File: config.mk
export PLATFORM = sky130hd
export DESIGN_NAME = text_console_cursor_writer_core_flat
export DESIGN_NICKNAME = d
export VERILOG_FILES = /design/src/rtl/tccw_pkg.sv /design/src/rtl/tccw_channels.sv /design/src/rtl/tccw_cursor.sv /design/src/rtl/tccw_out_stage.sv /design/src/rtl/text_console_cursor_writer_core.sv /design/src/flat_wrapper.sv
export SDC_FILE = /design/constraint.sdc
export NUM_CORES = 1
export LEC_CHECK = 0
export BUFFER_PORTS_ARGS = -buffer_cell sky130_fd_sc_hd__clkbuf_2
export CAP_MARGIN = 20
export CORE_MARGIN = 2
export CORE_UTILIZATION = 53
export CTS_BUF_LIST = sky130_fd_sc_hd__clkbuf_4
export DETAILED_ROUTE_END_ITERATION = 10
export PLACE_DENSITY_LB_ADDON = 0.25
export SYNTH_ARGS = -nofsm -noshare
export SYNTH_HDL_FRONTEND = slang
export SYNTH_SLANG_ARGS = --single-unit
File: constraint.sdc
create_clock -name clk -period 4.1 [get_ports clk]
set_input_delay 0.205 -clock clk [delete_from_list [all_inputs] [get_ports clk]]
set_output_delay 0.205 -clock clk [all_outputs]
set_load 0.005 [all_outputs]
File: src/rtl/tccw_pkg.sv
package tccw_pkg;

    localparam int COL_W     = 7;
    localparam int ROW_W     = 5;
    localparam int CHAR_W    = 8;
    localparam int COLOR_W   = 4;
    localparam int ATTR_W    = 2 * COLOR_W;
    localparam int INDEX_W   = 11;
    localparam int CELL_W    = 16;
    localparam int CFG_IDX_W = 1;
    localparam int TAB_STEP  = 8;

    localparam logic [CHAR_W-1:0] CODE_BS  = 8'h08;
    localparam logic [CHAR_W-1:0] CODE_TAB = 8'h09;
    localparam logic [CHAR_W-1:0] CODE_LF  = 8'h0a;
    localparam logic [CHAR_W-1:0] CODE_CR  = 8'h0d;

    localparam logic [COLOR_W-1:0] FOREGROUND_RESET = 4'hf;
    localparam logic [COLOR_W-1:0] BACKGROUND_RESET = 4'h0;

    typedef enum logic [CFG_IDX_W-1:0] {
        REG_FOREGROUND = 1'b0,
        REG_BACKGROUND = 1'b1
    } cfg_reg_t;

    typedef struct packed {
        logic              valid;
        logic [CHAR_W-1:0] char_code;
    } tccw_step_t;

    typedef struct packed {
        logic               cell_write;
        logic [INDEX_W-1:0] cell_index;
        logic [CELL_W-1:0]  cell_value;
        logic [INDEX_W-1:0] cursor_index;
    } tccw_result_t;

endpackage

File: src/rtl/tccw_channels.sv
interface tccw_in_if;
    import tccw_pkg::*;

    logic              valid;
    logic              ready;
    logic [CHAR_W-1:0] char_code;

    modport source (output valid, output char_code, input ready);
    modport sink (input valid, input char_code, output ready);
endinterface

interface tccw_out_if;
    import tccw_pkg::*;

    logic               valid;
    logic               ready;
    logic               cell_write;
    logic [INDEX_W-1:0] cell_index;
    logic [CELL_W-1:0]  cell_value;
    logic [INDEX_W-1:0] cursor_index;

    modport source (output valid, output cell_write, output cell_index, output cell_value,
                    output cursor_index, input ready);
    modport sink (input valid, input cell_write, input cell_index, input cell_value,
                  input cursor_index, output ready);
endinterface

File: src/rtl/tccw_cursor.sv
module tccw_cursor #(
    parameter int COLUMNS = 80,
    parameter int ROWS    = 25
) (
    input  logic                        clk,
    input  logic                        rst_n,
    input  tccw_pkg::tccw_step_t        step,
    input  logic                        advance,
    input  logic [tccw_pkg::ATTR_W-1:0] attr,
    output tccw_pkg::tccw_result_t      result
);
    import tccw_pkg::*;

    localparam int PROD_W = COL_W + ROW_W;

    logic [COL_W-1:0]  col_reg;
    logic [COL_W-1:0]  col_next;
    logic [ROW_W-1:0]  row_reg;
    logic [ROW_W-1:0]  row_next;
    logic [ROW_W-1:0]  row_inc;
    logic [COL_W:0]    col_wide;
    logic [ROW_W-1:0]  row_mid;
    logic              printable;
    logic [PROD_W-1:0] cell_off;
    logic [PROD_W-1:0] cursor_off;

    // row wraps to 0 past the last row
    assign row_inc = (row_reg == ROW_W'(ROWS - 1)) ? '0 : row_reg + ROW_W'(1);

    always_comb
    begin
        col_wide  = {1'b0, col_reg};
        row_mid   = row_reg;
        printable = 1'b0;
        unique case (step.char_code)
            CODE_BS:
            begin
                if (col_reg != '0)
                begin
                    col_wide = {1'b0, col_reg} - (COL_W + 1)'(1);
                end
            end
            CODE_TAB:
            begin
                col_wide = ({1'b0, col_reg} + (COL_W + 1)'(TAB_STEP))
                           & ~(COL_W + 1)'(TAB_STEP - 1);
            end
            CODE_CR:
            begin
                col_wide = '0;
            end
            CODE_LF:
            begin
                col_wide = '0;
                row_mid  = row_inc;
            end
            default:
            begin
                printable = 1'b1;
                col_wide  = {1'b0, col_reg} + (COL_W + 1)'(1);
            end
        endcase

        // column overflow goes to the start of the next row
        if (col_wide >= (COL_W + 1)'(COLUMNS))
        begin
            col_next = '0;
            row_next = row_inc;
        end
        else
        begin
            col_next = col_wide[COL_W-1:0];
            row_next = row_mid;
        end
    end

    assign cell_off   = PROD_W'(row_reg) * PROD_W'(COLUMNS) + PROD_W'(col_reg);
    assign cursor_off = PROD_W'(row_next) * PROD_W'(COLUMNS) + PROD_W'(col_next);

    assign result.cell_write   = printable;
    assign result.cell_index   = printable ? cell_off[INDEX_W-1:0] : '0;
    assign result.cell_value   = printable ? {attr, step.char_code} : '0;
    assign result.cursor_index = cursor_off[INDEX_W-1:0];

    always_ff @(posedge clk or negedge rst_n)
    begin
        if (!rst_n)
        begin
            col_reg <= '0;
            row_reg <= '0;
        end
        else if (advance)
        begin
            col_reg <= col_next;
            row_reg <= row_next;
        end
    end

endmodule

File: src/rtl/tccw_out_stage.sv
module tccw_out_stage (
    input  logic                   clk,
    input  logic                   rst_n,
    input  logic                   load,
    input  tccw_pkg::tccw_result_t result,
    output logic                   free,
    tccw_out_if.source             cell_out
);
    import tccw_pkg::*;

    logic         valid_reg;
    logic         valid_next;
    tccw_result_t data_reg;

    assign free = !valid_reg || cell_out.ready;

    always_comb
    begin
        valid_next = valid_reg;
        if (free)
        begin
            valid_next = load;
        end
    end

    always_ff @(posedge clk or negedge rst_n)
    begin
        if (!rst_n)
        begin
            valid_reg <= 1'b0;
        end
        else
        begin
            valid_reg <= valid_next;
        end
    end

    always_ff @(posedge clk)
    begin
        if (free && load)
        begin
            data_reg <= result;
        end
    end

    assign cell_out.valid        = valid_reg;
    assign cell_out.cell_write   = data_reg.cell_write;
    assign cell_out.cell_index   = data_reg.cell_index;
    assign cell_out.cell_value   = data_reg.cell_value;
    assign cell_out.cursor_index = data_reg.cursor_index;

endmodule

File: src/rtl/text_console_cursor_writer_core.sv
// channel   | dir | payload                                            | accepted when
// ----------+-----+----------------------------------------------------+------------------
// char_in   | in  | char_code[7:0]                                     | valid && ready
// cell_out  | out | cell_write, cell_index[10:0], cell_value[15:0],    | valid && ready
//           |     | cursor_index[10:0]                                 |
// cfg       | in  | cfg_we, cfg_index[0], cfg_data[3:0]                | cfg_we
//
// one character per cycle sustained while cell_out does not stall; char_in feeds
// the input register, then one pass of cursor update and cell offset logic, then
// the result register toward cell_out; cursor state commits as the result is loaded
// reset clears the cursor to row 0, column 0 and the colors to white on black
// a stall on cell_out holds the result; char_in keeps flowing while a slot is free
module text_console_cursor_writer_core #(
    parameter int COLUMNS = 80,
    parameter int ROWS    = 25
) (
    input  logic                           clk,
    input  logic                           rst_n,
    input  logic                           cfg_we,
    input  logic [tccw_pkg::CFG_IDX_W-1:0] cfg_index,
    input  logic [tccw_pkg::COLOR_W-1:0]   cfg_data,
    tccw_in_if.sink                        char_in,
    tccw_out_if.source                     cell_out
);
    import tccw_pkg::*;

    // color registers, to be written only while idle; the block does not enforce it
    logic [COLOR_W-1:0] fg_reg;
    logic [COLOR_W-1:0] bg_reg;

    // input register
    logic              in_valid_reg;
    logic              in_valid_next;
    logic [CHAR_W-1:0] in_char_reg;

    logic         out_free;
    logic         advance;
    tccw_step_t   step;
    tccw_result_t result;

    always_ff @(posedge clk or negedge rst_n)
    begin
        if (!rst_n)
        begin
            fg_reg <= FOREGROUND_RESET;
            bg_reg <= BACKGROUND_RESET;
        end
        else if (cfg_we)
        begin
            unique case (cfg_reg_t'(cfg_index))
                REG_FOREGROUND: fg_reg <= cfg_data;
                REG_BACKGROUND: bg_reg <= cfg_data;
                default:        fg_reg <= fg_reg;
            endcase
        end
    end

    // the input slot frees up whenever its item moves on to the result register
    assign advance      = in_valid_reg && out_free;
    assign char_in.ready = !in_valid_reg || out_free;

    always_comb
    begin
        in_valid_next = in_valid_reg;
        if (char_in.ready)
        begin
            in_valid_next = char_in.valid;
        end
    end

    always_ff @(posedge clk or negedge rst_n)
    begin
        if (!rst_n)
        begin
            in_valid_reg <= 1'b0;
        end
        else
        begin
            in_valid_reg <= in_valid_next;
        end
    end

    always_ff @(posedge clk)
    begin
        if (char_in.valid && char_in.ready)
        begin
            in_char_reg <= char_in.char_code;
        end
    end

    assign step.valid     = in_valid_reg;
    assign step.char_code = in_char_reg;

    // cursor state and per-character decode
    tccw_cursor #(
        .COLUMNS (COLUMNS),
        .ROWS    (ROWS)
    ) u_cursor (
        .clk     (clk),
        .rst_n   (rst_n),
        .step    (step),
        .advance (advance),
        .attr    ({bg_reg, fg_reg}),
        .result  (result)
    );

    // result register toward cell_out
    tccw_out_stage u_out_stage (
        .clk      (clk),
        .rst_n    (rst_n),
        .load     (in_valid_reg),
        .result   (result),
        .free     (out_free),
        .cell_out (cell_out)
    );

endmodule

File: src/flat_wrapper.sv
// flat-port wrapper written by rule: the top's interface ports become plain ports
module text_console_cursor_writer_core_flat import tccw_pkg::*;
#(
    parameter int COLUMNS = 80,
    parameter int ROWS    = 25
)
  (clk, rst_n, cfg_we, cfg_index, cfg_data, char_in_valid, char_in_char_code, char_in_ready, cell_out_valid, cell_out_cell_write, cell_out_cell_index, cell_out_cell_value, cell_out_cursor_index, cell_out_ready);
  tccw_in_if char_in_i ();
  tccw_out_if cell_out_i ();
  input  logic clk;
  input  logic rst_n;
  input  logic cfg_we;
  input  logic [tccw_pkg::CFG_IDX_W-1:0] cfg_index;
  input  logic [tccw_pkg::COLOR_W-1:0] cfg_data;
  input wire logic [$bits(char_in_i.valid)-1:0] char_in_valid;
  input wire logic [$bits(char_in_i.char_code)-1:0] char_in_char_code;
  output wire logic [$bits(char_in_i.ready)-1:0] char_in_ready;
  output wire logic [$bits(cell_out_i.valid)-1:0] cell_out_valid;
  output wire logic [$bits(cell_out_i.cell_write)-1:0] cell_out_cell_write;
  output wire logic [$bits(cell_out_i.cell_index)-1:0] cell_out_cell_index;
  output wire logic [$bits(cell_out_i.cell_value)-1:0] cell_out_cell_value;
  output wire logic [$bits(cell_out_i.cursor_index)-1:0] cell_out_cursor_index;
  input wire logic [$bits(cell_out_i.ready)-1:0] cell_out_ready;
  assign char_in_i.valid = char_in_valid;
  assign char_in_i.char_code = char_in_char_code;
  assign char_in_ready = char_in_i.ready;
  assign cell_out_valid = cell_out_i.valid;
  assign cell_out_cell_write = cell_out_i.cell_write;
  assign cell_out_cell_index = cell_out_i.cell_index;
  assign cell_out_cell_value = cell_out_i.cell_value;
  assign cell_out_cursor_index = cell_out_i.cursor_index;
  assign cell_out_i.ready = cell_out_ready;
  text_console_cursor_writer_core #(.COLUMNS(COLUMNS), .ROWS(ROWS)) u_core (.clk(clk), .rst_n(rst_n), .cfg_we(cfg_we), .cfg_index(cfg_index), .cfg_data(cfg_data), .char_in(char_in_i), .cell_out(cell_out_i));
endmodule
Word level (Yosys, flattened, before mapping)
Index checks and enable logic that the tools add are counted.
{"block": "totals", "elab_cells": 44, "ff_bits": 69, "inputBits": 18, "out_inout_bits": 41}
{"block": "op_classes", "n_eq_ne": 5, "mul": 2, "addsub": 6, "bitwise": 1, "magnitude_cmp": 1, "n_reduce_logical": 11, "muxes": 7}
{"cell": "8-bit by 4-bit == test with 1-bit output (second input constant)", "count": 4}
{"cell": "8-bit one-hot mux with 3 select lines", "count": 1}
{"cell": "11-bit by 7-bit adder with 11-bit output", "count": 2}
{"cell": "5-bit 2-to-1 mux", "count": 3}
{"cell": "5-bit by 3-bit multiplier with 7-bit output (second input constant)", "count": 2}
{"cell": "7-bit by 1-bit adder with 8-bit output (second input constant)", "count": 1}
{"cell": "7-bit by 4-bit adder with 8-bit output (second input constant)", "count": 1}
{"cell": "8-bit by 7-bit greater-or-equal comparator with 1-bit output (second input constant)", "count": 1}
{"cell": "8-bit 2-to-1 mux", "count": 1}
{"cell": "7-bit by 1-bit subtractor with 8-bit output (second input constant)", "count": 1}
{"cell": "7-bit 2-to-1 mux", "count": 1}
{"cell": "7-bit nonzero test", "count": 1}
{"cell": "5-bit by 1-bit adder with 5-bit output (second input constant)", "count": 1}
{"cell": "5-bit == test (second input constant)", "count": 1}
{"cell": "2-bit AND reduction", "count": 2}
{"cell": "4-bit OR reduction", "count": 1}
{"cell": "1-bit logical AND", "count": 2}
{"cell": "1-bit zero test", "count": 2}
{"cell": "1-bit logical OR", "count": 2}
{"cell": "2-bit OR reduction", "count": 1}
{"cell": "1-bit 2-to-1 mux", "count": 1}
{"cell": "1-bit NOT", "count": 1}

Longest topological paths before layout
{"block": "logic_depth", "ltp_word": 7, "ltp_mapped": 20, "ltp_nobuf": 18}

Modules after synthesis
Synthesis repeated with hierarchy kept, for this count alone.
{"block": "unflattened", "cells_unflattened": 325, "hier_area_um2": 3876.2}
{"module": "tccw_cursor", "seq_area_each_um2": 300.3, "n_inst": 1, "cells_per_inst": 251, "area_each_um2": 2030.7}
{"module": "tccw_out_stage", "seq_area_each_um2": 1196.1, "n_inst": 1, "cells_per_inst": 43, "area_each_um2": 1224.9}
{"module": "text_console_cursor_writer_core", "seq_area_each_um2": 470.5, "n_inst": 1, "cells_per_inst": 31, "area_each_um2": 620.6}

Worst setup path after synthesis
No wires, ideal clock.
{"block": "synth_timing", "kind": "flip-flop to flip-flop", "startpoint": "reg u_core.in_char_reg[0]", "endpoint": "reg u_core.u_out_stage.data_reg, in the netlist u_core.u_out_stage.cell_out.cursor_index[10], data pin", "stages_incl_launch_ff": 16, "n_path_buf": 0, "t_required_ns": 3.835, "t_arrival_ns": 4.212, "synth_period_minus_slack_ns": 4.477, "setup_ns": 0.265, "setup_slack_ns": -0.377, "path_cell_list": "edfxtp_1 -> or4b_4 -> a211o_1 -> or4_4 -> nand3_2 -> a21oi_4 -> nor2b_4 -> mux2_2 -> ha_1 -> fa_1 -> nand3_1 -> a21o_1 -> a32o_1 -> a21oi_1 -> o21ai_0 -> xor2_1"}
{"item": "start: declaration", "line": "text_console_cursor_writer_core.sv:34", "text": "logic [CHAR_W-1:0] in_char_reg;"}
{"item": "start signal: assignment", "line": "text_console_cursor_writer_core.sv:87", "text": "in_char_reg <= char_in.char_code;"}
{"item": "end signal: assignment", "line": "tccw_out_stage.sv:42", "text": "data_reg <= result;"}
{"item": "end: declaration", "line": "tccw_out_stage.sv:13", "text": "tccw_result_t data_reg;"}

==> out/results.tsv <==
stage	metric	value	unit
global_routing	GRT Total Usage	23.2	%
drt	Via density	5.25	
cells_and_area	most common cell after layout, fill and taps aside	buf_4	
drt	Routed wire per std cell	15.0	um
place	PortBufs	58	
sta	Slew HR	44.8	%
logic_synthesis	number of synthesized flops with an enable pin	47	
logic_synthesis	Syn Area/Cell	11.9	sq um
setup_path	critical path cell sequence	or4_4 -> a211o_1 -> or4_4 -> nand3_4 -> a21oi_4 -> nor2b_4 -> mux2_4 -> ha_4 -> ha_4 -> fa_1 -> nand3_2 -> a21o_1 -> a32o_2 -> a21oi_2 -> o21ai_1 -> xor2_1	
sta	Slew Limit Fails	0	
cells_and_area	Area growth syn-to-layout	31.2	%
sta	post-layout min period	4.24	ns
power	switching share of power	32.5	%
sta	worst slew pin tran	0.827	ns
setup_path	WP buf/inv	0	
sta	Setup violations, final	1	
floorplanning	core area	6870	sq um
global_routing	GRT overflow	0	
place	Cells after DPL	516	
global_routing	antenna violations before repair	0	
power	P_sw	0.721	mW
setup_path	CP Launch Type	flop	
setup_path	CP max stage delay	0.52	ns
setup_path	r2r setup slk	-0.14	ns
drt	DR pass1 iterations	4	
setup_path	RR Startpoint	u_core.in_char_reg[5]	
floorplanning	Chip Width	88.5	um
floorplanning	Die Ht	88.5	um
sta	clock skew	0.0171	ns
setup_path	critical path class	flop to flop	
drt	Final Routed Wirelength	8240	um
floorplanning	die area	7830	sq um
worst_hold_path	Min-Delay Startpoint	cfg_data[1]	
sta	final critical-path share of the clock period	103	%
floorplanning	Rows	30	
setup_path	crit path from	u_core.in_char_reg[5]	
logic_synthesis	Ys Warns	0	
setup_path	Slowest cell on crit path	fa_1	
floorplanning	IO Pins	59	
clocking	CTS clk-pin slew, worst paths	0.13	ns
setup_path	critical path's top delay family	simple AND/OR/NAND/NOR gates	
drt	Detail Route Antenna Nets	0	
power	Power Total	2.22	mW
outcome	violated checks	setup timing	
setup_path	critical path arrival	4.42	ns
logic_synthesis	top post-synthesis cells by area	edfxtp_1 37%, dfrtp_1 12%, ha_1 8.3%	
worst_hold_path	Min-Delay Endpoint	u_core.bg_reg[1]	
sta	hold slack	0.0335	ns
global_routing	largest net degree at the start of global routing	29	
sta	PnR worst setup slack	-0.137	ns
logic_synthesis	syn nets	364	
setup_path	FF-to-FF path depth	16	
cells_and_area	ant diodes	0	
logic_synthesis	post-synthesis sequential area ratio	52.0	%
setup_path	RR Endpoint	u_core.u_out_stage.cell_out.cursor_index[10]	
drt	Detailed Route Iter0 Violations	65	
logic_synthesis	Syn Std Cell Area	3780	sq um
sta	Final Hold Viols	0	
cells_and_area	commonest cells after routing, fill and taps aside	63 x buf_4, 58 x clkbuf_2, 47 x edfxtp_1	
place	GPL Wtd Cong	0.952	
clocking	clock latency on the worst-skew pair	0.42	ns
outcome	status	finished, violations left	
setup_path	required time of the worst setup path	4.29	ns
logic_synthesis	Synth cell types	66	
cells_and_area	layout cells sized above 1	40.0	%
worst_hold_path	hold path depth	2	
cells_and_area	max FFs per register	16	
power	internal power	1.50	mW
cells_and_area	final net count	494	
power	Flop pwr share	43.5	%
drt	residual DRC count	0	
cells_and_area	fin util	72.3	%
power	leakage	2.12	nW
cells_and_area	fin cells	548	
place	hpwl dp	6050	um
clocking	htree depth	3	
clocking	TritonCTS clock tree	yes	
drt	vias	2876	
clocking	CTS sink cnt	69	
power	Max VDD drop	0.267	mV
logic_synthesis	Post-synth ARST share	31.9	%
flow_run	Max Cap Viol	0	
logic_synthesis	Synth top area share	37.3	%
sta	Setup TNS	-0.137	ns
clocking	root buffer cell	clkbuf_4	
logic_synthesis	Synth area leader	edfxtp_1	
global_routing	vias in the first global route	2883	
clocking	CTS Buf Count	9	
sta	Max Fclk	0.236	GHz
logic_synthesis	predominant post-synthesis flop cell	edfxtp_1	
setup_path	CP Max Fanout	6	
worst_hold_path	Hold Crit Class	primary input to flop	
power	combinational power share	37.0	%
power	PD cells	447	nW/um^2
logic_synthesis	register bit total from synthesis	69	
sta	RSZ-0062 raised after global routing	yes	
setup_path	Critical Path End Type	flop	
floorplanning	Starting Density	55.1	%
power	Clk pwr share	19.5	%
global_routing	global-route wire length before repair	13900	um
clocking	clock tree buffer depth	2	
logic_synthesis	Synth Instances	317	
-- repair_timing --
| item | CTS | global route |
|---|---|---|
| endpoints found under the hold margin | 27 | 0 |
| buffers inserted | 4 | 2 |
| gates cloned | 0 | 0 |
| hold buffers | 10 | 0 |
| gates resized for setup | 4 | 6 |
| pin swaps | 7 | 3 |
| setup endpoints to repair | 1 | 2 |
-- final cells by class --
| cell class | instances | area, sq um |
|---|---|---|
| clock inverter | 7 | 66.3 |
| inverter | 13 | 48.8 |
| fill | 509 | 1900 |
| timing repair buffer | 132 | 883 |
| clock buffer | 9 | 67.6 |
| sequential | 69 | 1970 |
| tap | 96 | 120 |
| multi-input combinational | 222 | 1810 |
-- synth_stat cells (all sizes together), types with 2 or more instances --
library cell  number
and2              17
nor2              24
a41oi              2
xor2               6
a31oi              4
o211ai             2
o31ai              7
or4                2
nor3               7
o221ai             2
dfstp              4
nand4b             2
buf                5
nand3b             2
nand3              6
a21oi              9
clkbuf             8
mux2i              3
nor3b              2
nand2             25
edfxtp            47
inv               13
a22oi              2
or2                2
nand2b             3
o21ai             11
and3               2
o2111ai            2
ha                25
o22a               2
a21o               6
dfrtp             18
nor2b              5
fa                 4
xnor2              9
mux2              11
-- worst max-delay path by stage --
stage / to / slack, ns / cells past startpoint
floorplan: u_core.u_out_stage.cell_out.cursor_index[10] / -0.31 / 16
global placement: u_core.u_out_stage.cell_out.cursor_index[10] / -0.23 / 16
detailed placement: u_core.u_out_stage.cell_out.cursor_index[10] / -0.31 / 16
CTS: u_core.u_out_stage.cell_out.cursor_index[10] / -0.12 / 16
global route: u_core.u_out_stage.cell_out.cursor_index[10] / -0.30 / 16
finish: u_core.u_out_stage.cell_out.cursor_index[10] / -0.14 / 16
-- power groups by stage --
| stage | clock [mW] | combinational (mW) | sequential, mW |
|---|---|---|---|
| 5_1_grt | 0.468 | 0.921 | 0.980 |
| 3_5_place_dp | 0 | 0.786 | 0.979 |
| 3_3_place_gp | 0 | 0.778 | 0.975 |
| 2_1_floorplan | 0 | 0.429 | 0.986 |
| 4_1_cts | 0.444 | 0.817 | 0.965 |
| 6_report | 0.433 | 0.821 | 0.964 |
-- cells by family after synthesis --
family	count (synthesis)	synth area share (%)
fa+ha+maj	29	10.4
xor+xnor	15	3.47
flops	69	52.0
compound gates	60	11.7
buf+inv	26	2.97
simple gates	104	15.3
mux	14	4.17
-- through the flow --
step                      setup WS (ns)  instance area (sq um)
final                            -0.137                   4960
after floorplan                  -0.306                   3830
after detailed placement         -0.310                   4630
after CTS                        -0.123                   4920
after global routing             -0.296                   4960
after global placement           -0.226                   4630
-- routing by layer --
metal	share of wire [%]	GRT usage (%)
met5	0	0
met1	46	30.7
met4	1.2	7.85
met2	49	39.6
met3	3.9	3.08
-- worst reg2reg max path, cell delays in order (launching register included) --
cell and delay, ns:
edfxtp_1 0.49, or4_4 0.45, a211o_1 0.31, or4_4 0.45, nand3_4 0.11, a21oi_4 0.07
nor2b_4 0.15, mux2_4 0.34, ha_4 0.17, ha_4 0.15, fa_1 0.52, nand3_2 0.10
a21o_1 0.17, a32o_2 0.22, a21oi_2 0.10, o21ai_1 0.08, xor2_1 0.14
Note: power is estimated with default switching activity, not from simulation.
